### config.mk
export PLATFORM = sky130hd
export DESIGN_NAME = pat_result_queue_flat
export DESIGN_NICKNAME = d
export VERILOG_FILES = /design/src/hw/rtl/pat_pkg.sv /design/src/hw/rtl/pat_if.sv /design/src/hw/rtl/pat_result_queue.sv /design/src/flat_wrapper.sv
export SDC_FILE = /design/constraint.sdc
export NUM_CORES = 1
export LEC_CHECK = 0
export BUFFER_PORTS_ARGS = -buffer_cell sky130_fd_sc_hd__buf_2
export CAP_MARGIN = 10
export CORE_ASPECT_RATIO = 1.5
export CORE_MARGIN = 2
export CORE_UTILIZATION = 57
export CTS_CLUSTER_DIAMETER = 120
export DETAILED_ROUTE_END_ITERATION = 7
export GPL_TIMING_DRIVEN = 0
export PLACE_DENSITY = 0.8
export SLEW_MARGIN = 30
export SYNTH_ARGS = -nofsm -noshare
export SYNTH_HDL_FRONTEND = slang
export SYNTH_SLANG_ARGS = --single-unit
### constraint.sdc
create_clock -name clk -period 9.3 [get_ports clk]
set_input_delay 0.93 -clock clk [delete_from_list [all_inputs] [get_ports clk]]
set_output_delay 0.93 -clock clk [all_outputs]
set_load 0.1 [all_outputs]
### src/hw/rtl/pat_pkg.sv
`timescale 1ns / 1ps
`default_nettype none
// ----------------------------------------------------------------------------
// pat_pkg
// Shared constants and types of the program association section parser.
// ----------------------------------------------------------------------------
package pat_pkg;

  localparam int SECTION_SLOTS = 256;
  localparam int SLOT_W        = (SECTION_SLOTS > 1) ? $clog2(SECTION_SLOTS) : 1;

  typedef enum logic [2:0] {
    KIND_ENTRY    = 3'd0,
    KIND_ACCEPTED = 3'd1,
    KIND_REPEAT   = 3'd2,
    KIND_UPDATE   = 3'd3,
    KIND_INVALID  = 3'd4
  } kind_t;

  typedef struct packed {
    kind_t       kind;
    logic [15:0] program_number;
    logic [12:0] map_pid;
    logic [15:0] stream_id;
    logic [4:0]  version;
    logic [7:0]  section_number;
    logic [15:0] received_count;
    logic        last;
  } result_t;

  typedef struct packed {
    logic              rd_en;
    logic [SLOT_W-1:0] rd_slot;
    logic [SLOT_W-1:0] query_slot;
    logic              wr_en;
    logic [SLOT_W-1:0] wr_slot;
    logic [4:0]        wr_version;
    logic [31:0]       wr_crc;
  } store_req_t;

  typedef struct packed {
    logic        present;
    logic [4:0]  version;
    logic [31:0] crc;
  } store_rsp_t;

endpackage
`default_nettype wire

### src/hw/rtl/pat_if.sv
`timescale 1ns / 1ps
`default_nettype none


interface pat_result_if;
  logic                 valid;
  logic                 ready;
  pat_pkg::kind_t       kind;
  logic [15:0]          program_number;
  logic [12:0]          map_pid;
  logic [15:0]          stream_id;
  logic [4:0]           version;
  logic [7:0]           section_number;
  logic [15:0]          received_count;
  logic                 last;
  modport source (output valid, kind, program_number, map_pid, stream_id, version,
                  section_number, received_count, last, input ready);
  modport sink (input valid, kind, program_number, map_pid, stream_id, version,
                section_number, received_count, last, output ready);
endinterface

`default_nettype wire

### src/hw/rtl/pat_result_queue.sv
`timescale 1ns / 1ps
`default_nettype none
// ----------------------------------------------------------------------------
// pat_result_queue
// Four-deep result queue taking up to two results a cycle, draining one when taken.
// ----------------------------------------------------------------------------
module pat_result_queue (
  input  wire logic             clk,
  input  wire logic             rst,
  input  wire logic [1:0]       push_cnt,
  input  wire pat_pkg::result_t push0,
  input  wire pat_pkg::result_t push1,
  output logic                  room,
  pat_result_if.source          results
);

  pat_pkg::result_t slots [4];
  logic [1:0]       wr_ptr, rd_ptr;
  logic [2:0]       count;
  logic             pop;
  pat_pkg::result_t head;

  assign room = (count <= 3'd2);
  assign pop  = results.valid && results.ready;
  assign head = slots[rd_ptr];

  assign results.valid          = (count != 3'd0);
  assign results.kind           = head.kind;
  assign results.program_number = head.program_number;
  assign results.map_pid        = head.map_pid;
  assign results.stream_id      = head.stream_id;
  assign results.version        = head.version;
  assign results.section_number = head.section_number;
  assign results.received_count = head.received_count;
  assign results.last           = head.last;

  always_ff @(posedge clk) begin
    if (push_cnt != 2'd0) begin
      slots[wr_ptr] <= push0;
    end
    if (push_cnt == 2'd2) begin
      slots[wr_ptr + 2'd1] <= push1;
    end
  end

  always_ff @(posedge clk) begin
    if (rst) begin
      wr_ptr <= '0;
      rd_ptr <= '0;
      count  <= '0;
    end else begin
      wr_ptr <= wr_ptr + push_cnt;
      if (pop) begin
        rd_ptr <= rd_ptr + 2'd1;
      end
      count <= count + {1'b0, push_cnt} - {2'd0, pop};
    end
  end

endmodule
`default_nettype wire

### src/flat_wrapper.sv
// flat-port wrapper written by rule: the top's interface ports become plain ports
module pat_result_queue_flat 
  (clk, rst, push_cnt, push0, push1, room, results_valid, results_kind, results_program_number, results_map_pid, results_stream_id, results_version, results_section_number, results_received_count, results_last, results_ready);
  pat_result_if results_i ();
  input  wire logic clk;
  input  wire logic rst;
  input  wire logic [1:0] push_cnt;
  input  wire pat_pkg::result_t push0;
  input  wire pat_pkg::result_t push1;
  output logic room;
  output wire logic [$bits(results_i.valid)-1:0] results_valid;
  output wire logic [$bits(results_i.kind)-1:0] results_kind;
  output wire logic [$bits(results_i.program_number)-1:0] results_program_number;
  output wire logic [$bits(results_i.map_pid)-1:0] results_map_pid;
  output wire logic [$bits(results_i.stream_id)-1:0] results_stream_id;
  output wire logic [$bits(results_i.version)-1:0] results_version;
  output wire logic [$bits(results_i.section_number)-1:0] results_section_number;
  output wire logic [$bits(results_i.received_count)-1:0] results_received_count;
  output wire logic [$bits(results_i.last)-1:0] results_last;
  input wire logic [$bits(results_i.ready)-1:0] results_ready;
  assign results_valid = results_i.valid;
  assign results_kind = results_i.kind;
  assign results_program_number = results_i.program_number;
  assign results_map_pid = results_i.map_pid;
  assign results_stream_id = results_i.stream_id;
  assign results_version = results_i.version;
  assign results_section_number = results_i.section_number;
  assign results_received_count = results_i.received_count;
  assign results_last = results_i.last;
  assign results_i.ready = results_ready;
  pat_result_queue u_core (.clk(clk), .rst(rst), .push_cnt(push_cnt), .push0(push0), .push1(push1), .room(room), .results(results_i));
endmodule
==> results of run 1 <==
-- worst min-delay path by stage --
stage,to,depth (start not counted),startpoint
finish,flop,2,u_core.rd_ptr[1]
global route,flop,2,u_core.rd_ptr[1]
CTS,flop,2,u_core.rd_ptr[1]
detailed placement,u_core.rd_ptr[1],2,u_core.rd_ptr[1]
global placement,u_core.rd_ptr[1],2,u_core.rd_ptr[1]
floorplan,flop,2,u_core.rd_ptr[1]
-- power breakdown --
part	leakage, uW	internal (uW)	switching [uW]
Sequential	0.00300	1780	41.9
Clock	0.000507	795	520
Combinational	0.00327	522	1420
-- synth_stat cells, drive strengths merged --
library cell,instances,share of area [%]
and4bb,2,0.16
nor4b,1,0.15
nand4b,1,0.056
o311ai,1,0.056
a21oi,1,0.032
xor3,1,0.15
buf,48,1.9
o31a,1,0.056
mux2,315,23
edfxtp,312,60
o21ai,1,0.032
fa,1,0.13
or3,1,0.040
ha,4,0.32
mux4,78,11
o21bai,2,0.096
xnor3,1,0.14
nor2b,4,0.16
clkbuf,7,0.17
mux2i,1,0.064
nor2,7,0.17
inv,6,0.14
dfxtp,9,1.2
-- sequential cells by signal, indices dropped and copies added (netlist names), named ones only --
name	cells
u_core.wr_ptr	2
u_core.rd_ptr	2
u_core.slots	312
u_core.count	3
-- metrics by stage --
stage	area [um^2]	util [%]
floorplan	15580	-
global placement	17200	63.63
detailed placement	17750	65.67
CTS	18800	69.54
global route	18810	69.59
finish	18820	69.60
-- cells by family (layout without fill, tap and decap cells) --
group	count (synthesis)	count (layout)	share of synthesized area, %
adder cells (fa/ha/maj)	5	5	0.4496
AO/OA/AOI/OAI	6	6	0.2729
buffers and inverters	61	373	2.176
XOR/XNOR	2	2	0.2970
multiplexers	394	394	34.79
AND/OR/NAND/NOR	16	16	0.7386
other	0	6	0
flip-flops	321	321	61.27
-- cell type report --
cell class	count	area [um^2]	area share, %
flip-flops and latches	321	9549	50.75
repair buffers	258	1704	9.056
multi-input cells	423	5734	30.47
well taps	342	427.9	2.274
clock inverters	19	256.5	1.363
inverters	6	22.52	0.1197
clock buffers	35	790.8	4.202
diodes	6	15.01	0.07979
plain buffers	55	316.6	1.682
-- per-layer routing --
metal	up-vias	GRT usage, %
li1	3901	-
met1	4448	29.13
met2	263	44.41
met3	52	5.283
met4	4	7.395
met5	-	0
-- worst max-delay path, delay by kind of cell, from the launching register on --
family | cells | cell delay, ps
DFF | 1 | 300
muxes | 1 | 350
buffers and inverters | 4 | 1530
==> results.json, run 1 <==
{
  "slowest_delay_ps": 570,
  "dpl_worst_slack_ps": 5849,
  "setup_ws_ps": 5620,
  "ys_seq_area_share_pct": 61.27,
  "cts_tree": "yes",
  "whs_ps": 589.4,
  "routedWlPerCell_um": 23.93,
  "fmax_ghz": 0.2717,
  "tightestPinTransition_ps": 721.0,
  "total_power_uw": 5075,
  "numCtsBuffers": 30,
  "rr_endpoint": "u_core.slots[0][34]",
  "p_leak_uw": 0.006778,
  "cts_sinks": 321,
  "clkLatencyLatePin_ps": 560,
  "cts_setup_buffers": 0,
  "tns_ps": 0,
  "maxSlewHeadroom_pct": 51.93,
  "crit_chain": "buf_2 > buf_2 > clkbuf_1 > mux4_2 > buf_2",
  "crit_slowest_cell": "clkbuf_1",
  "period_share_pct": 39.57,
  "gp_congestion": 0.7445,
  "reg2reg_depth": 8,
  "rows": 74,
  "antenna_found_initial": 7,
  "drv_cap": 0,
  "fin_cells": 1465,
  "cp-endpoint": "results_program_number[4]",
  "cts_root_buf": "clkbuf_16",
  "start_util_pct": 57.65,
  "final_common_cell": "edfxtp_1",
  "vias_per_cell": 5.917,
  "drtPass1Iterations": 4,
  "status": "complete, no violations",
  "clock_skew_ps": 6.318,
  "path_class": "flop to output pin",
  "layout.nets": 1261,
  "synth_cells": 805,
  "cts.repair.resized": 0,
  "grt-ovfl-total": 0,
  "crit_top_cell": "buf_2",
  "rrSetupSlack_ps": 6530,
  "syn_avg_cell_area_um2": 19.36,
  "critPathMaxFanout": 10,
  "final_cell_mix": "edfxtp_1, buf_2, mux2_2, mux4_2, clkbuf_16",
  "io_buffers": 238,
  "highest_layer": "met5",
  "synth_cell_types": 28,
  "wl_met3_um": 2242,
  "grt_use_total_pct": 24.35,
  "cts.htree.levels": 1,
  "die_h_um": 206.5,
  "final_max_slew_viol_count": 0,
  "io_pins": 241,
  "core_area_um2": 27040,
  "die-area_um2": 28710,
  "dp_cells": 1405,
  "grt_max_degree": 20,
  "wl_met1_um": 13080,
  "ys_seq_elements": 321,
  "fin_crit_ps": 3680,
  "cp.arrival_ps": 2750,
  "grt_pass1_vias": 9286,
  "drcViolationCount": 0,
  "fillers": 1794,
  "cts_buffer_depth": 3,
  "yosys_warnings": 0,
  "drive_gt1_share_pct": 63.83,
  "cts.hold.buffers_added": 0,
  "num_vias": 8668,
  "syn2layout_area_growth_pct": 20.74,
  "r2r_start": "u_core.wr_ptr[1]",
  "worst_setup_path_end_kind": "output pin",
  "clk_pin_slew_ps": 70,
  "wl_met2_um": 18920,
  "worstPathRequired_ps": 8370,
  "ant_nets": 0,
  "finalSetupViolCount": 0,
  "drt_iter0_markers": 489,
  "crit_path_start_kind": "flop",
  "grt_pass1_wl_um": 53330,
  "p_per_area_nw_per_um2": 269.7,
  "vdd_drop_max_v": 0.0002192,
  "synth_nets": 971,
  "dpl.hpwl_um": 24230,
  "post_synth_instance_area_um2": 15580,
  "totalWireLength_um": 35060,
  "rsz0062_at_grt": "no",
  "min_path_type": "flop to flop",
  "die_w_um": 139.0,
  "hold_violations": 0
}
Note: power is estimated with default switching activity, not from simulation.
==> run 2: changes to the inputs <==
==> constraint.sdc (replaced) <==
create_clock -name clk -period 3.4 [get_ports clk]
set_input_delay 0.34 -clock clk [delete_from_list [all_inputs] [get_ports clk]]
set_output_delay 0.34 -clock clk [all_outputs]
set_load 0.1 [all_outputs]
==> run 2 against run 1 <==
Net effect:
- critical path depth unchanged
- largest cell class unchanged
- critical path type unchanged
- largest power group unchanged
- total power grew to 2.7 times the previous value
- cell area is 0.60% lower
- critical endpoint is now results_map_pid[6]
==> results.json, run 2 (synthesized netlist as in run 1, its figures left out) <==
{
  "whs_ps": 100.0,
  "status": "complete, no violations",
  "cts.htree.levels": 1,
  "grt-ovfl-total": 0,
  "placed_area_um2": 17740,
  "fin_crit_ps": 3122,
  "grt_pass1_wl_um": 52510,
  "final_common_cell": "edfxtp_1",
  "grt_max_degree": 20,
  "cts_buffer_depth": 3,
  "grt_pass1_vias": 9116,
  "cts_setup_buffers": 0,
  "clk_pin_slew_ps": 70,
  "cts_sinks": 321,
  "antenna_found_initial": 6,
  "period_share_pct": 91.82,
  "p_leak_uw": 0.006737,
  "drtPass1Iterations": 5,
  "io_buffers": 238,
  "routedWlPerCell_um": 23.76,
  "min_path_type": "input port to flop",
  "netSwitchingFraction_pct": 40.24,
  "crit_path_start_kind": "flop",
  "vias_per_cell": 5.918,
  "max_flop_register": "u_core.slots",
  "die_w_um": 139.0,
  "layout.nets": 1261,
  "clkLatencyLatePin_ps": 570,
  "critPathMaxFanout": 10,
  "cp.arrival_ps": 2780,
  "largest_register_ffs": 312,
  "setup_ws_ps": 278.2,
  "final_max_slew_viol_count": 0,
  "multi_input_area_um2": 5734,
  "fmax_ghz": 0.3203,
  "internal_power_uw": 8087,
  "cts_root_buf": "clkbuf_16",
  "maxSlewHeadroom_pct": 52.93,
  "numCtsBuffers": 30,
  "cts.repair.resized": 0,
  "path_class": "flop to output pin",
  "fin_area_um2": 18700,
  "core_area_um2": 27040,
  "worstPathRequired_ps": 3060,
  "drcViolationCount": 0,
  "num_vias": 8676,
  "regArea_um2": 9549,
  "dpl.hpwl_um": 24070,
  "drt_iter0_markers": 586,
  "vdd_drop_max_v": 0.0006678,
  "start_util_pct": 57.65,
  "rows": 74,
  "switchingPower_uw": 5446,
  "cts.hold.buffers_added": 0,
  "rsz0062_at_grt": "no",
  "tightestPinTransition_ps": 706.0,
  "hold_violations": 0,
  "ant_nets": 0,
  "totalWireLength_um": 34830,
  "worst_setup_path_end_kind": "output pin",
  "final_cell_mix": "edfxtp_1, buf_2, mux2_2, mux4_2, clkbuf_16",
  "tns_ps": 0,
  "clock_skew_ps": 15.68,
  "power_frac_comb_pct": 39.2,
  "seqPwrFrac_pct": 36.7,
  "rrSetupSlack_ps": 520,
  "dpl_worst_slack_ps": 482.3,
  "syn2layout_area_growth_pct": 20.01,
  "die_h_um": 206.5,
  "grt_use_total_pct": 24.02,
  "largest_registers": "u_core.slots x312, u_core.count x3",
  "io_pins": 241,
  "fin_util_pct": 69.18,
  "drv_cap": 0,
  "gp_congestion": 0.7342,
  "p_clk_share_pct": 24.1,
  "die-area_um2": 28710,
  "fillers": 1795,
  "p_per_area_nw_per_um2": 723.5,
  "cts_tree": "yes",
  "drive_gt1_share_pct": 64.31,
  "finalSetupViolCount": 0
}
[run 2: cell count changes in the layout (fill, tap and decap cells not counted), sizes merged]
cell / before / now
clkinv: 12 / 18
bufinv: 7 / 2
clkbuf: 42 / 41
clkinvlp: 0 / 1
[run 2: cell type report]
| cell class | count | area share (%) |
|---|---|---|
| antenna | 6 | 0.08027 |
| buffer | 55 | 1.692 |
| clock buffer | 34 | 4.208 |
| clock inverter | 21 | 0.8562 |
| inverter | 6 | 0.1204 |
| multi-input combinational | 423 | 30.66 |
| sequential | 321 | 51.05 |
| tap | 342 | 2.288 |
| timing repair buffer | 258 | 9.044 |
[run 2: path summary, 6_finish.rpt]
kind                                             to  depth (start not counted)        startpoint
worst max-delay path             results_map_pid[6]                          5              flop
worst min-delay path            u_core.slots[0][75]                          2         push1[75]
worst max register to register  u_core.slots[0][42]                          8  u_core.wr_ptr[1]
worst min register to register     u_core.rd_ptr[0]                          2  u_core.rd_ptr[0]
[run 2: power groups by stage]
| stage | combinational [uW] | sequential [uW] | clock (uW) |
|---|---|---|---|
| floorplan | 4270 | 5040 | 0 |
| global placement | 5100 | 5110 | 0 |
| detailed placement | 5340 | 5050 | 0 |
| CTS | 5360 | 4970 | 3310 |
| global route | 5510 | 5000 | 3450 |
| finish | 5310 | 4970 | 3260 |
[run 2: metal layers]
| layer | up-vias | track usage, % | part of all wire [%] |
|---|---|---|---|
| met2 | 274 | 43.44 | 53 |
| li1 | 3909 | - | - |
| met3 | 78 | 5.051 | 6.1 |
| met5 | - | 0 | 0.037 |
| met4 | 2 | 8.838 | 3.4 |
| met1 | 4413 | 28.50 | 38 |
[run 2: worst max-delay path: stages, from the launching register on]
cell     delay (ps)
dfxtp_1         300
buf_2           220
buf_2           330
buf_1           590
mux4_2          350
buf_2           430
[run 2: per-stage QoR]
step,cells,power (uW)
6_report,1466,13530
5_1_grt,1464,13960
4_1_cts,1460,13630
3_5_place_dp,1405,10400
3_3_place_gp,1385,10210
2_1_floorplan,805,9310
