$ cat config.mk
export PLATFORM = sky130hd
export DESIGN_NAME = pat_parse_core_flat
export DESIGN_NICKNAME = d
export VERILOG_FILES = /design/src/hw/rtl/pat_pkg.sv /design/src/hw/rtl/pat_if.sv /design/src/hw/rtl/pat_parse_core.sv /design/src/flat_wrapper.sv
export SDC_FILE = /design/constraint.sdc
export NUM_CORES = 1
export LEC_CHECK = 0
export BUFFER_PORTS_ARGS = -buffer_cell sky130_fd_sc_hd__buf_4
export CELL_PAD_IN_SITES_DETAIL_PLACEMENT = 0
export CELL_PAD_IN_SITES_GLOBAL_PLACEMENT = 2
export CORE_ASPECT_RATIO = 0.8
export CORE_MARGIN = 3
export CORE_UTILIZATION = 32
export CTS_BUF_LIST = sky130_fd_sc_hd__clkbuf_8 sky130_fd_sc_hd__clkbuf_16
export DETAILED_ROUTE_END_ITERATION = 6
export PLACE_DENSITY = 0.87
export SLEW_MARGIN = 15
export SYNTH_ARGS = -nofsm -noshare
export SYNTH_HDL_FRONTEND = slang
export SYNTH_SLANG_ARGS = --single-unit
export TNS_END_PERCENT = 5
$ cat constraint.sdc
create_clock -name clk -period 30.1 [get_ports clk]
set_clock_uncertainty 0.05 [all_clocks]
set_input_delay 7.525 -clock clk [delete_from_list [all_inputs] [get_ports clk]]
set_output_delay 7.525 -clock clk [all_outputs]
set_load 0.02 [all_outputs]
$ cat src/hw/rtl/pat_pkg.sv
`timescale 1ns / 1ps
`default_nettype none
// ----------------------------------------------------------------------------
// pat_pkg
// Shared constants and types of the program association section parser.
// ----------------------------------------------------------------------------
package pat_pkg;

  localparam int SECTION_SLOTS = 256;
  localparam int SLOT_W        = (SECTION_SLOTS > 1) ? $clog2(SECTION_SLOTS) : 1;

  typedef enum logic [2:0] {
    KIND_ENTRY    = 3'd0,
    KIND_ACCEPTED = 3'd1,
    KIND_REPEAT   = 3'd2,
    KIND_UPDATE   = 3'd3,
    KIND_INVALID  = 3'd4
  } kind_t;

  typedef struct packed {
    kind_t       kind;
    logic [15:0] program_number;
    logic [12:0] map_pid;
    logic [15:0] stream_id;
    logic [4:0]  version;
    logic [7:0]  section_number;
    logic [15:0] received_count;
    logic        last;
  } result_t;

  typedef struct packed {
    logic              rd_en;
    logic [SLOT_W-1:0] rd_slot;
    logic [SLOT_W-1:0] query_slot;
    logic              wr_en;
    logic [SLOT_W-1:0] wr_slot;
    logic [4:0]        wr_version;
    logic [31:0]       wr_crc;
  } store_req_t;

  typedef struct packed {
    logic        present;
    logic [4:0]  version;
    logic [31:0] crc;
  } store_rsp_t;

endpackage
`default_nettype wire

$ cat src/hw/rtl/pat_if.sv
`timescale 1ns / 1ps
`default_nettype none


interface pat_cfg_if;
  logic       valid;
  logic       ready;
  logic [7:0] data;
  modport source (output valid, data, input ready);
  modport sink (input valid, data, output ready);
endinterface
`default_nettype wire

$ cat src/hw/rtl/pat_parse_core.sv
`timescale 1ns / 1ps
`default_nettype none
// ----------------------------------------------------------------------------
// pat_parse_core
// Section byte decoder: header capture, entry assembly, status decision.
// ----------------------------------------------------------------------------
module pat_parse_core (
  input  wire logic                clk,
  input  wire logic                rst,
  pat_cfg_if.sink                  cfg,
  input  wire logic                fire,
  input  wire logic [7:0]          data_byte,
  input  wire logic                first_byte,
  input  wire logic                last_byte,
  output pat_pkg::store_req_t      req,
  input  wire pat_pkg::store_rsp_t rsp,
  output logic [1:0]               res_cnt,
  output pat_pkg::result_t         res0,
  output pat_pkg::result_t         res1
);

  localparam logic [12:0] POS_TABLE_ID = 13'd0;
  localparam logic [12:0] POS_LEN_HI   = 13'd1;
  localparam logic [12:0] POS_LEN_LO   = 13'd2;
  localparam logic [12:0] POS_SID_HI   = 13'd3;
  localparam logic [12:0] POS_SID_LO   = 13'd4;
  localparam logic [12:0] POS_VERSION  = 13'd5;
  localparam logic [12:0] POS_SECTION  = 13'd6;
  localparam logic [12:0] POS_RESERVED = 13'd7;

  typedef enum logic {
    MODE_IDLE,
    MODE_ACTIVE
  } mode_t;

  mode_t       mode, mode_next;
  logic [7:0]  expected_table_id;
  logic [12:0] byte_index, byte_index_next, idx_c;
  logic [12:0] total_length, total_length_next, tl_c;
  logic [15:0] stream_id, stream_id_next;
  logic [4:0]  version, version_next;
  logic [7:0]  section_number, section_number_next;
  logic [23:0] entry_shift, entry_shift_next;
  logic [31:0] crc_shift, crc_shift_next;
  logic [15:0] accepted_count, accepted_count_next;
  logic [12:0] entry_end;
  logic        active;
  logic        bad, done, entry_hit, tail_valid;
  pat_pkg::kind_t tail_kind;
  logic [15:0] entry_prog;
  logic [12:0] entry_pid;
  logic        slot_ok;

  assign cfg.ready = 1'b1;

  function automatic pat_pkg::result_t make_res(
    pat_pkg::kind_t kind, logic [15:0] prog, logic [12:0] pid, logic [15:0] sid,
    logic [4:0] ver, logic [7:0] sn, logic [15:0] cnt, logic lst);
    pat_pkg::result_t r;
    r.kind           = kind;
    r.program_number = prog;
    r.map_pid        = pid;
    r.stream_id      = sid;
    r.version        = ver;
    r.section_number = sn;
    r.received_count = cnt;
    r.last           = lst;
    return r;
  endfunction

  always_comb begin
    active              = first_byte || (mode == MODE_ACTIVE);
    idx_c               = first_byte ? '0 : byte_index;
    tl_c                = first_byte ? '0 : total_length;
    stream_id_next      = first_byte ? '0 : stream_id;
    version_next        = first_byte ? '0 : version;
    section_number_next = first_byte ? '0 : section_number;
    entry_shift_next    = first_byte ? '0 : entry_shift;
    crc_shift_next      = first_byte ? '0 : crc_shift;
    total_length_next   = tl_c;
    byte_index_next     = byte_index;
    mode_next           = mode;
    accepted_count_next = accepted_count;
    entry_end           = ((tl_c - 13'd12) & ~13'd3) + 13'd8;
    slot_ok             = {1'b0, data_byte} < 9'(pat_pkg::SECTION_SLOTS);
    bad                 = 1'b0;
    done                = 1'b0;
    entry_hit           = 1'b0;
    tail_kind           = pat_pkg::KIND_INVALID;
    entry_prog          = entry_shift_next[23:8];
    entry_pid           = {entry_shift_next[4:0], data_byte};
    req.rd_en           = 1'b0;
    req.rd_slot         = data_byte[pat_pkg::SLOT_W-1:0];
    req.query_slot      = section_number_next[pat_pkg::SLOT_W-1:0];
    req.wr_en           = 1'b0;
    req.wr_slot         = section_number_next[pat_pkg::SLOT_W-1:0];
    req.wr_version      = version_next;
    req.wr_crc          = '0;
    if (fire && active) begin
      mode_next = MODE_ACTIVE;
      unique case (idx_c)
        POS_TABLE_ID: bad = (data_byte != expected_table_id);
        POS_LEN_HI:   total_length_next = {1'b0, data_byte[3:0], 8'd0};
        POS_LEN_LO: begin
          total_length_next = (tl_c | {5'd0, data_byte}) + 13'd3;
          bad = (total_length_next < 13'd12);
        end
        POS_SID_HI:   stream_id_next[15:8] = data_byte;
        POS_SID_LO:   stream_id_next[7:0] = data_byte;
        POS_VERSION:  version_next = data_byte[5:1];
        POS_SECTION: begin
          section_number_next = data_byte;
          bad = !slot_ok;
          req.rd_en = 1'b1;
        end
        POS_RESERVED: ;
        default: begin
          if (idx_c < entry_end) begin
            if (idx_c[1:0] != 2'd3) begin
              entry_shift_next = {entry_shift_next[15:0], data_byte};
            end else if (!rsp.present) begin
              entry_hit = 1'b1;
            end
          end
          if (idx_c >= tl_c - 13'd4) begin
            crc_shift_next = {crc_shift_next[23:0], data_byte};
          end
          if (idx_c == tl_c - 13'd1) begin
            done = 1'b1;
            if (!rsp.present) begin
              tail_kind           = pat_pkg::KIND_ACCEPTED;
              req.wr_en           = 1'b1;
              req.wr_crc          = crc_shift_next;
              accepted_count_next = accepted_count + 16'd1;
            end else if (rsp.version == version_next && rsp.crc == crc_shift_next) begin
              tail_kind = pat_pkg::KIND_REPEAT;
            end else begin
              tail_kind = pat_pkg::KIND_UPDATE;
            end
          end
        end
      endcase
      if (bad || done || last_byte) begin
        mode_next = MODE_IDLE;
      end else begin
        byte_index_next = idx_c + 13'd1;
      end
    end
    tail_valid = fire && active && (bad || done || last_byte);
    res_cnt    = {1'b0, entry_hit} + {1'b0, tail_valid};
    if (entry_hit) begin
      res0 = make_res(pat_pkg::KIND_ENTRY, entry_prog, entry_pid, stream_id_next,
                      version_next, section_number_next, accepted_count_next, !tail_valid);
    end else begin
      res0 = make_res(tail_kind, '0, '0, stream_id_next, version_next,
                      section_number_next, accepted_count_next, 1'b1);
    end
    res1 = make_res(tail_kind, '0, '0, stream_id_next, version_next,
                    section_number_next, accepted_count_next, 1'b1);
  end

  always_ff @(posedge clk) begin
    if (rst) begin
      mode              <= MODE_IDLE;
      expected_table_id <= '0;
      byte_index        <= '0;
      total_length      <= '0;
      stream_id         <= '0;
      version           <= '0;
      section_number    <= '0;
      entry_shift       <= '0;
      crc_shift         <= '0;
      accepted_count    <= '0;
    end else begin
      if (cfg.valid) begin
        expected_table_id <= cfg.data;
      end
      if (fire && active) begin
        mode           <= mode_next;
        byte_index     <= byte_index_next;
        total_length   <= total_length_next;
        stream_id      <= stream_id_next;
        version        <= version_next;
        section_number <= section_number_next;
        entry_shift    <= entry_shift_next;
        crc_shift      <= crc_shift_next;
        accepted_count <= accepted_count_next;
      end
    end
  end

endmodule
`default_nettype wire

$ cat src/flat_wrapper.sv
// flat-port wrapper written by rule: the top's interface ports become plain ports
module pat_parse_core_flat 
  (clk, rst, fire, data_byte, first_byte, last_byte, req, rsp, res_cnt, res0, res1, cfg_valid, cfg_data, cfg_ready);
  pat_cfg_if cfg_i ();
  input  wire logic clk;
  input  wire logic rst;
  input  wire logic fire;
  input  wire logic [7:0] data_byte;
  input  wire logic first_byte;
  input  wire logic last_byte;
  output pat_pkg::store_req_t req;
  input  wire pat_pkg::store_rsp_t rsp;
  output logic [1:0] res_cnt;
  output pat_pkg::result_t res0;
  output pat_pkg::result_t res1;
  input wire logic [$bits(cfg_i.valid)-1:0] cfg_valid;
  input wire logic [$bits(cfg_i.data)-1:0] cfg_data;
  output wire logic [$bits(cfg_i.ready)-1:0] cfg_ready;
  assign cfg_i.valid = cfg_valid;
  assign cfg_i.data = cfg_data;
  assign cfg_ready = cfg_i.ready;
  pat_parse_core u_core (.clk(clk), .rst(rst), .cfg(cfg_i), .fire(fire), .data_byte(data_byte), .first_byte(first_byte), .last_byte(last_byte), .req(req), .rsp(rsp), .res_cnt(res_cnt), .res0(res0), .res1(res1));
endmodule
==> results of run 1 <==
-- report_power, final --
group / total (uW) / internal, uW / leakage, uW / switching (uW)
registers: 185 / 183 / 0.00110 / 2.68
clock network: 213 / 127 / 0.000282 / 86.0
logic: 62.1 / 21.8 / 0.00414 / 40.3
total: 460 / 331 / 0.00553 / 129
-- area by class of cell --
type                       instances  area, sq um
sequential                       136         2723
clock buffer                      19        452.9
clock inverter                    13        143.9
fill                            3296        19140
inverter                          49        183.9
tap                              420        525.5
multi-input combinational       1055         6568
timing repair buffer             263         1974
-- stage by stage --
stage | std cells | setup slack [ns] | hold WS [ns] | power [uW]
final | 1955 | 9.709 | 0.4057 | 460.2
after global routing | 1955 | 9.263 | 0.4234 | 478.0
after CTS | 1955 | 9.714 | 0.4066 | 464.3
after detailed placement | 1923 | 9.740 | 0.3968 | 251.0
after global placement | 1923 | 9.810 | 0.3913 | 251.0
after floorplan | 1426 | 10.10 | 0.3866 | 231.8
-- cells by family after synthesis --
group                      after synthesis  share of synthesized area [%]
muxes                                   49                          4.879
adders and majority gates               37                          4.447
other                                    2                        0.07213
AOI/OAI and AO/OA                      297                          19.66
xor gates and xnor gates                79                          6.646
and+or+nand+nor                        562                          26.11
DFF                                    136                          26.15
buffers and inverters                  235                          12.03
-- routing by layer --
metal | vias up | share of wire, % | track usage, % | wire length, microns
met1 | 4959 | 49 | 31.83 | 18560
met5 | - | 0 | 0 | 0
met2 | 424 | 42 | 31.27 | 15690
met3 | 45 | 7.3 | 4.270 | 2752
met4 | 0 | 1.8 | 5.450 | 666
li1 | 5000 | - | - | -
-- synthesized netlist by cell type (12+ instances only) --
library cell / instances / area share (%)
nor2_1: 176 / 6.3
dfxtp_1: 136 / 26
nand2_1: 132 / 4.8
buf_4: 92 / 6.6
a21oi_1: 67 / 3.2
clkbuf_1: 67 / 2.4
nor3_1: 58 / 2.8
and2_1: 51 / 3.1
xnor2_1: 47 / 4.0
inv_1: 45 / 1.6
a22oi_1: 39 / 2.8
nor2b_1: 39 / 2.3
ha_1: 37 / 4.4
o21ai_0: 36 / 1.7
mux2i_1: 35 / 3.4
xor2_1: 32 / 2.7
nand3_1: 28 / 1.3
a22o_1: 22 / 1.9
buf_2: 20 / 0.96
and3_1: 19 / 1.1
a31oi_1: 15 / 0.90
mux2_2: 14 / 1.5
nand4_1: 13 / 0.78
o21ai_1: 12 / 0.58
-- sequential cells by signal, indices dropped and copies added, names as in the netlist, 8 cells and up --
signal / flops
u_core.section_number: 8
u_core.crc_shift: 32
u_core.entry_shift: 24
u_core.stream_id: 16
u_core.expected_table_id: 8
u_core.total_length: 13
u_core.accepted_count: 16
u_core.byte_index: 13
-- worst reg2reg max path: stages, from the launching register on --
cell and delay (ns):
dfxtp_1 0.68, nand2b_1 0.28, ha_1 0.47, a21oi_1 0.23
a21oi_1 0.07, ha_1 0.36, a21oi_1 0.19, nand2_1 0.08
a311o_1 0.37, a21oi_4 0.14, buf_4 0.50, o21ai_0 0.16
nand2_1 0.80, a22oi_1 0.22, nor2_1 0.13
-- worst max path at each step --
stage                     startpoint        to  slack [ns]  depth (start not counted)
after floorplan           first_byte  res1[75]       10.10                         21
after global placement    first_byte  res1[75]        9.81                         17
after detailed placement  first_byte  res1[75]        9.74                         17
after CTS                 first_byte  res1[75]        9.71                         17
after global routing      first_byte  res1[75]        9.26                         17
final                     first_byte  res1[75]        9.71                         17
==> summary.txt, run 1 <==
Status
  – Status: finished clean

Run
  – Max-Cap Viols: 0

Layout
  – # diodes: 0
  – Area growth, synth to finish: 20.74%
  – Design Area, Final: 0.01257 sq mm
  – Most common cell after layout, fill and taps aside: buf_4
  – Share of cells above drive strength 1: approximately 22%
  – Util after Layout: about two fifths
  – Nets: 1,619
  – Most frequent cells in the layout: buf_4, nor2_1, dfxtp_1

Detailed routing
  – Antenna-violating nets left: 0
  – First-pass DRT Iterations: 6
  – Vias: 10,430
  – Via/cell ratio: about 5.3
  – Final wirelength: 37,670 microns
  – Iteration-0 DRC Markers: 879
  – Per-cell routed wire length: 19.27 microns
  – Number of remaining DRC errors: 0

Setup path
  – R2R Path Start: u_core.total_length[2]
  – CP max FO: 58
  – Terminus of the critical flop-to-flop path: u_core.crc_shift[18]
  – CP max-delay cell: a21o_1
  – Worst path max stage delay: roughly 0.83 ns
  – Slack of the worst reg-to-reg path: between 20 and 30 ns
  – Worst Setup Start Kind: input port
  – Setup CP Type: input port to output pin
  – Crit path top cell by count: buf_4
  – R2r worst-path depth: 14
  – CP top delay family: compound AO/OA/AOI/OAI gates
  – Required time worst endpoint: 22.53 ns
  – CP endpoint kind: output pin
  – Buf/Inv on CP: 4
  – Worst EP arrival: ~13 ns
  – Worst-path cell chain: buf_4 > inv_2 > buf_4 > nand2_1 > a21oi_1 > a21oi_1 > ha_1 > o2111ai_1 > a31oi_1 > a21o_1 > mux2_2 > a2111o_1 > a221o_1 > a2111oi_0 > nand4b_1 > and2_1 > buf_4

Clock network
  – Clk_lat worst skew: around 0.44 ns
  – Post-CTS Setup Repair Bufs: 0
  – Clock sinks: 136
  – H-tree depth: 4
  – Post-CTS Resized: 0
  – Hold_buf cts: 0
  – CTS tree: yes
  – CTS Buf Count: 17
  – Deepest clock path buffer count: 2
  – Root Buffer: clkbuf_16
  – Clk slew on worst S/H paths: 0.06 ns

Synthesis
  – Mapped cell area: between 0.01 and 0.015 sq mm
  – Primary FF master, synth: dfxtp_1
  – Synth warn: 0
  – Average cell area after synthesis: 7.453 sq um
  – Yosys cell types: 79
  – Yosys reg bits: between 100 and 150
  – Asr flop ratio synth: 0%
  – Post-synthesis sequential area ratio: about a quarter
  – Post-synth EDFFs: 0
  – Post-Synthesis Cells: 1,397

Place
  – Hpwl dp: around 28,000 microns
  – PortBufs: 250
  – Placer Congestion: between 0.8 and 0.9
  – Placed cell area: 0.01197 sq mm

Timing
  – Final Hold Viols: 0
  – Tcrit/Tclk final: 67.74%
  – Setup TNS: 0 ns
  – Max-slew violations: 0
  – Worst-Margin Slew: between 1 and 1.5 ns
  – Crit path time final: 20.39 ns
  – RSZ-0062 raised after global routing: no
  – Slew HR: 30.71%
  – # setup viols final: 0
  – Max Freq: 0.04904 GHz

Worst hold path
  – Hold_sp: u_core.stream_id[14]
  – Hold path endpoint: u_core.stream_id[14]
  – Hold WC Path Type: register to register
  – Worst hold path cell count: 2

GRT
  – Vias in the first global route: 9,895
  – First-pass GRT wire length: 59,430 microns
  – Gr ovfl total: 0
  – Largest net degree at the start of global routing: about 80
  – Initial antenna violation count: 1
  – Total track usage: 21.33%

Floorplan
  – Row cnt: 58
  – Starting utilization of the core area: between 30 and 40%
  – Core area: 0.03171 sq mm
  – Die area: roughly 0.035 sq mm
  – Die Y: 167.3 microns
  – Die Width: approximately 210 microns
  – IO Pins: 282

Power and ir drop
  – Max VDD drop: 34.35 uV
  – P_leak: about 0.0055 uW
  – Power per cell area: 36.61 mW/mm^2
Note: power is estimated with default switching activity, not from simulation.
==> inputs of run 2 (changes only) <==
--- a/config.mk
+++ b/config.mk
@@ -5,15 +5,16 @@
 export SDC_FILE = /design/constraint.sdc
 export NUM_CORES = 1
 export LEC_CHECK = 0
+export ABC_AREA = 1
 export BUFFER_PORTS_ARGS = -buffer_cell sky130_fd_sc_hd__buf_4
 export CELL_PAD_IN_SITES_DETAIL_PLACEMENT = 0
 export CELL_PAD_IN_SITES_GLOBAL_PLACEMENT = 2
 export CORE_ASPECT_RATIO = 0.8
 export CORE_MARGIN = 3
-export CORE_UTILIZATION = 32
+export CORE_UTILIZATION = 28
 export CTS_BUF_LIST = sky130_fd_sc_hd__clkbuf_8 sky130_fd_sc_hd__clkbuf_16
 export DETAILED_ROUTE_END_ITERATION = 6
-export PLACE_DENSITY = 0.87
+export PLACE_DENSITY = 0.81
 export SLEW_MARGIN = 15
 export SYNTH_ARGS = -nofsm -noshare
 export SYNTH_HDL_FRONTEND = slang
==> constraint.sdc (replaced) <==
create_clock -name clk -period 19.1 [get_ports clk]
set_clock_uncertainty 0.05 [all_clocks]
set_input_delay 4.775 -clock clk [delete_from_list [all_inputs] [get_ports clk]]
set_output_delay 4.775 -clock clk [all_outputs]
set_load 0.02 [all_outputs]
==> summary.txt, run 2 <==
Status
  – Status: finished clean

Timing
  – Slew HR: 29.43%
  – Max-slew violations: 0
  – Setup TNS: 0 ns
  – # setup viols final: 0
  – Max Freq: 0.06433 GHz
  – Crit path time final: 15.55 ns
  – Worst-Margin Slew: 1.058 ns
  – Tcrit/Tclk final: 81.39%
  – RSZ-0062 raised after global routing: no
  – Setup slack after layout: 3.554 ns
  – Final Hold Viols: 0

GRT
  – First-pass GRT wire length: 68,600 microns
  – Total track usage: 20.27%
  – Largest net degree at the start of global routing: 97
  – Gr ovfl total: 0
  – Vias in the first global route: between 10,000 and 15,000
  – Initial antenna violation count: 2

Power and ir drop
  – Gate power share: about 30%
  – Internal: 582.7 uW
  – Sequential share of power: 33.9%
  – Sw Ratio: 37.25%
  – P_leak: around 0.007 uW
  – Switching pwr: 345.9 uW
  – Power per cell area: 67.30 mW/mm^2
  – Clock Power Share: 36.0%
  – Max VDD drop: 85.83 uV

Synthesis
  – Synth warn: 0
  – Synth top cells by count: nand2_1, nor2_1, inv_1
  – Post-Synthesis Cells: 1,894
  – Post-synthesis sequential area ratio: 23.55%
  – Primary FF master, synth: dfxtp_1
  – Asr flop ratio synth: 0%
  – Yosys reg bits: 136
  – Post-synth EDFFs: 0
  – Top-count cell post-synth: nand2_1
  – Ranking of synthesized cells by area: dfxtp_1, nand2_1, nor2_1
  – Mapped cell area: 0.01156 sq mm
  – Yosys top cell area share: 23.55%
  – Cell accounting for the most synthesized area: dfxtp_1
  – Average cell area after synthesis: 6.105 sq um
  – Yosys cell types: 54

Place
  – Placer Congestion: roughly 0.90
  – Setup WS pre-CTS: around 3.6 ns
  – Placed Cells incl. Taps: approximately 2,500
  – Hpwl dp: 33,370 microns
  – PortBufs: 250

Clock network
  – CTS tree: yes
  – Root Buffer: clkbuf_16
  – Clock sinks: about 140
  – CTS Buf Count: 17
  – Hold_buf cts: 0
  – Clk slew on worst S/H paths: 0.06 ns
  – Post-CTS Setup Repair Bufs: 0
  – Clk_lat worst skew: 0.45 ns
  – Post-CTS Resized: 0
  – H-tree depth: 4
  – Deepest clock path buffer count: 2

Detailed routing
  – Antenna-violating nets left: 0
  – Final wirelength: 45,610 microns
  – Vias: 12,510
  – Number of remaining DRC errors: 0
  – Iteration-0 DRC Markers: between 800 and 900
  – Via/cell ratio: slightly below 5
  – First-pass DRT Iterations: 6
  – Per-cell routed wire length: 17.71 microns

Floorplan
  – Row cnt: 65
  – Die area: 0.04378 sq mm
  – Core area: 0.04009 sq mm
  – Die Width: ~230 microns
  – Die Y: 187.8 microns
  – Starting utilization of the core area: 28.84%
  – IO Pins: 282

Layout
  – Area growth, synth to finish: 19.34%
  – Nets: between 2,000 and 2,500
  – Most frequent cells in the layout: nand2_1, buf_4, nor2_1
  – # diodes: 0
  – Max FFs per register: 32
  – Layout Cells excl Fill: 2,575
  – Util after Layout: 34.41%
  – Reg with most FFs: u_core.crc_shift
  – Top Registers: u_core.crc_shift (32), u_core.entry_shift (24)
  – Share of cells above drive strength 1: 18.00%
  – Most common cell after layout, fill and taps aside: nand2_1

Worst hold path
  – Hold_sp: u_core.entry_shift[6]
  – Hold WC Path Type: register to register

Setup path
  – Required time worst endpoint: ~14 ns
  – Setup CP Type: input port to output pin
  – CP endpoint kind: output pin
  – Worst EP arrival: ~11 ns
  – R2R Path Start: u_core.total_length[2]
  – Worst Setup Start Kind: input port
  – Slack of the worst reg-to-reg path: around 14 ns
  – CP max FO: 50
  – Worst Setup SP: first_byte

Run
  – Max-Cap Viols: 0
-- run 2: cell count changes after synthesis, sizes merged, moves of 48 or more --
cell and delta:
inv +187, a21oi +63, o21ai +100, nor2 +78, and2 -48, nand3 +77, nand2 +331
-- run 2: through the flow --
stage / hold WS [ns] / total power (uW) / area [sq um]
6_report: 0.4145 / 928.6 / 13800
5_1_grt: 0.4344 / 980.9 / 13800
4_1_cts: 0.4153 / 937.2 / 13800
3_5_place_dp: 0.4057 / 599.6 / 13230
3_3_place_gp: 0.4012 / 598.6 / 13230
2_1_floorplan: 0.3934 / 524.0 / 11670
-- run 2: cell type report --
class / count / area (sq um)
fillers: 4443 / 26300
clock buffers: 18 / 439.2
multi-input cells: 1373 / 6969
well taps: 536 / 670.6
clock inverters: 12 / 131.4
flip-flops and latches: 136 / 2723
inverters: 238 / 898.4
repair buffers: 262 / 1967
-- run 2: path summary, 6_finish.rpt --
kind	end	depth (start not counted)
worst max-delay path	res0[75]	25
worst min-delay path	u_core.entry_shift[6]	2
worst max register to register	u_core.entry_shift[9]	20
worst min register to register	u_core.entry_shift[6]	2
-- run 2: cells by family after synthesis --
group | after synthesis | synth area share, %
XOR/XNOR | 60 | 4.545
AND/OR/NAND/NOR | 924 | 35.31
adder cells (fa/ha/maj) | 37 | 4.004
buffers and inverters | 414 | 17.25
AO/OA/AOI/OAI | 321 | 15.28
flip-flops | 136 | 23.55
other | 2 | 0.06495
-- run 2: per-layer routing --
metal / GRT usage, % / vias to the layer above / wire, microns / share of wire [%]
met3: 4.784 / 56 / 3615 / 7.9
met2: 30.57 / 479 / 19490 / 43
met4: 5.090 / 2 / 847 / 1.9
met1: 28.92 / 5759 / 21650 / 47
li1: - / 6217 / - / -
met5: 0 / - / 13 / 0.029
-- run 2: power groups by stage --
stage | combinational (uW) | sequential, uW | clock [uW]
2_1_floorplan | 206 | 318 | 0
3_3_place_gp | 278 | 320 | 0
3_5_place_dp | 279 | 321 | 0
4_1_cts | 280 | 314 | 343
5_1_grt | 312 | 317 | 352
6_report | 280 | 315 | 334
-- run 2: critical path: stages --
cell,delay [ns]
buf_4,0.26
inv_6,0.33
buf_4,0.73
nand2_2,0.31
ha_1,0.36
inv_1,0.07
nor2_1,0.07
nand2_1,0.08
xor2_1,0.15
ha_1,0.28
nand2_1,0.08
inv_1,0.04
nand2_1,0.06
nand2_1,0.05
a21oi_2,0.11
buf_4,0.37
nand3_1,0.62
o21ai_0,0.71
xor2_1,0.14
nand3_1,0.23
nor2_1,0.08
nand3_1,0.14
nand2_1,0.14
nor2_1,0.27
buf_4,0.21
==> inputs of run 3 (changes only) <==
--- a/config.mk
+++ b/config.mk
@@ -5,16 +5,16 @@
 export SDC_FILE = /design/constraint.sdc
 export NUM_CORES = 1
 export LEC_CHECK = 0
-export ABC_AREA = 1
+export ABC_AREA = 0
 export BUFFER_PORTS_ARGS = -buffer_cell sky130_fd_sc_hd__buf_4
 export CELL_PAD_IN_SITES_DETAIL_PLACEMENT = 0
 export CELL_PAD_IN_SITES_GLOBAL_PLACEMENT = 2
 export CORE_ASPECT_RATIO = 0.8
 export CORE_MARGIN = 3
-export CORE_UTILIZATION = 28
+export CORE_UTILIZATION = 30
 export CTS_BUF_LIST = sky130_fd_sc_hd__clkbuf_8 sky130_fd_sc_hd__clkbuf_16
 export DETAILED_ROUTE_END_ITERATION = 6
-export PLACE_DENSITY = 0.81
+export PLACE_DENSITY = 0.82
 export SLEW_MARGIN = 15
 export SYNTH_ARGS = -nofsm -noshare
 export SYNTH_HDL_FRONTEND = slang
==> constraint.sdc (replaced) <==
create_clock -name clk -period 16.1 [get_ports clk]
set_clock_uncertainty 0.05 [all_clocks]
set_input_delay 4.025 -clock clk [delete_from_list [all_inputs] [get_ports clk]]
set_output_delay 4.025 -clock clk [all_outputs]
set_load 0.02 [all_outputs]
==> summary.txt, run 3 (synthesis gave the netlist of run 1 again) <==
Status
  – Status: finished clean

Floorplan
  – Row cnt: 60
  – Core area: 0.03393 sq mm
  – Starting utilization of the core area: 30.68%
  – Die Width: 214.3 microns
  – Die Y: about 170 microns
  – Die area: 0.03699 sq mm
  – IO Pins: around 280

Timing
  – Setup TNS: 0 ns
  – Crit path time final: about 14 ns
  – Tcrit/Tclk final: 86.89%
  – # setup viols final: 0
  – Max Freq: 0.07149 GHz
  – Max-slew violations: 0
  – Slew HR: 30.15%
  – Final Hold Viols: 0
  – Hold Slack: 0.4036 ns
  – Worst-Margin Slew: 1.045 ns
  – RSZ-0062 raised after global routing: no

Layout
  – Reg with most FFs: u_core.crc_shift
  – # diodes: 0
  – Design Area, Final: 0.01267 sq mm
  – Max FFs per register: 32
  – Most frequent cells in the layout: buf_4, nor2_1, dfxtp_1
  – Layout Cells excl Fill: approximately 2,000
  – Area growth, synth to finish: 21.68%
  – Nets: 1,619
  – Most common cell after layout, fill and taps aside: buf_4
  – Share of cells above drive strength 1: 21.58%
  – Fillers: 3,557
  – Top Registers: u_core.crc_shift (32), u_core.entry_shift (24)

Power and ir drop
  – Max VDD drop: 46.34 uV
  – P_leak: roughly 0.0055 uW
  – Power consumption: a little under 900 uW
  – Power per cell area: 70.45 mW/mm^2

Detailed routing
  – Vias: 10,380
  – First-pass DRT Iterations: 5
  – Via/cell ratio: 5.194
  – Final wirelength: slightly below 40,000 microns
  – Number of remaining DRC errors: 0
  – Per-cell routed wire length: 19.47 microns
  – Antenna-violating nets left: 0
  – Iteration-0 DRC Markers: 833

GRT
  – Most crowded layer after global routing: met2
  – Initial antenna violation count: 0
  – Total track usage: just over 20%
  – First-pass GRT wire length: between 50,000 and 60,000 microns
  – Met2 Track Usage GR: 31.00%
  – Met1 Resource Use GR: 28.98%
  – Gr ovfl total: 0
  – Grt met3 use: 4.515%
  – Vias in the first global route: 10,020
  – Largest net degree at the start of global routing: 76

Place
  – Hpwl dp: 28,160 microns
  – Placed Cells incl. Taps: 1,968
  – Placer Congestion: 0.9196
  – PortBufs: 250
  – Placed cell area: between 0.01 and 0.015 sq mm

Worst hold path
  – Hold WC Path Type: register to register

Clock network
  – Clock sinks: 136
  – Hold_buf cts: 0
  – Clk_lat worst skew: 0.43 ns
  – CTS tree: yes
  – Deepest clock path buffer count: 2
  – Clk slew on worst S/H paths: 0.06 ns
  – Root Buffer: clkbuf_16
  – CTS Buf Count: 17
  – Post-CTS Resized: 0
  – H-tree depth: 4
  – Post-CTS Setup Repair Bufs: 0

Setup path
  – CP max FO: 42
  – Required time worst endpoint: around 12 ns
  – Setup CP Type: input port to output pin
  – Worst Setup Start Kind: input port
  – Worst EP arrival: 9.91 ns
  – CP endpoint kind: output pin

Run
  – Max-Cap Viols: 0
==> run 3: layout make-up <==
type	instances	area, sq um	share of cell area, %
Clock buffer	20	466.7	3.684
Clock inverter	11	171.4	1.353
Inverter	49	183.9	1.452
Multi-Input combinational cell	1055	6568	51.84
Sequential cell	136	2723	21.49
Tap cell	465	581.8	4.593
Timing Repair Buffer	263	1974	15.59
==> run 3: critical path, cell delays in order <==
cell	delay [ns]
buf_4	0.12
inv_2	0.58
nand2_1	0.24
ha_1	0.46
a21oi_1	0.23
a21oi_1	0.07
ha_1	0.36
o2111ai_1	0.14
a31oi_1	0.45
a21o_1	0.89
mux2_2	0.43
a2111o_1	0.34
a221o_1	0.26
a2111oi_0	0.55
nand4b_1	0.35
and2_1	0.26
buf_4	0.15
==> run 3: path summary, 6_finish.rpt <==
check                               from              endpoint  slack, ns  depth (start not counted)
setup reg to reg  u_core.total_length[2]  u_core.crc_shift[27]      10.86                         14
hold reg to reg      u_core.stream_id[9]   u_core.stream_id[9]       0.40                          2
hold / removal       u_core.stream_id[9]   u_core.stream_id[9]       0.40                          2
setup / recovery              first_byte              res1[75]       2.11                         17
==> run 3: power breakdown <==
group	internal (uW)	leakage, uW	total (uW)	switching (uW)
clock network	271	0.000302	430	159
logic	40.8	0.00414	117	75.8
registers	341	0.00110	346	4.67
==> run 3: per-layer routing <==
layer | routed length, microns | vias up
met4 | 461 | 0
met5 | 0 | -
met1 | 18880 | 4935
li1 | - | 4995
met3 | 2939 | 27
met2 | 16630 | 426
==> run 3: metrics by stage <==
step	setup slack [ns]	util [%]
after CTS	2.200	37.33
after global routing	1.716	37.33
after detailed placement	2.228	35.45
after global placement	2.380	35.45
after floorplan	3.103	-
final	2.111	37.33
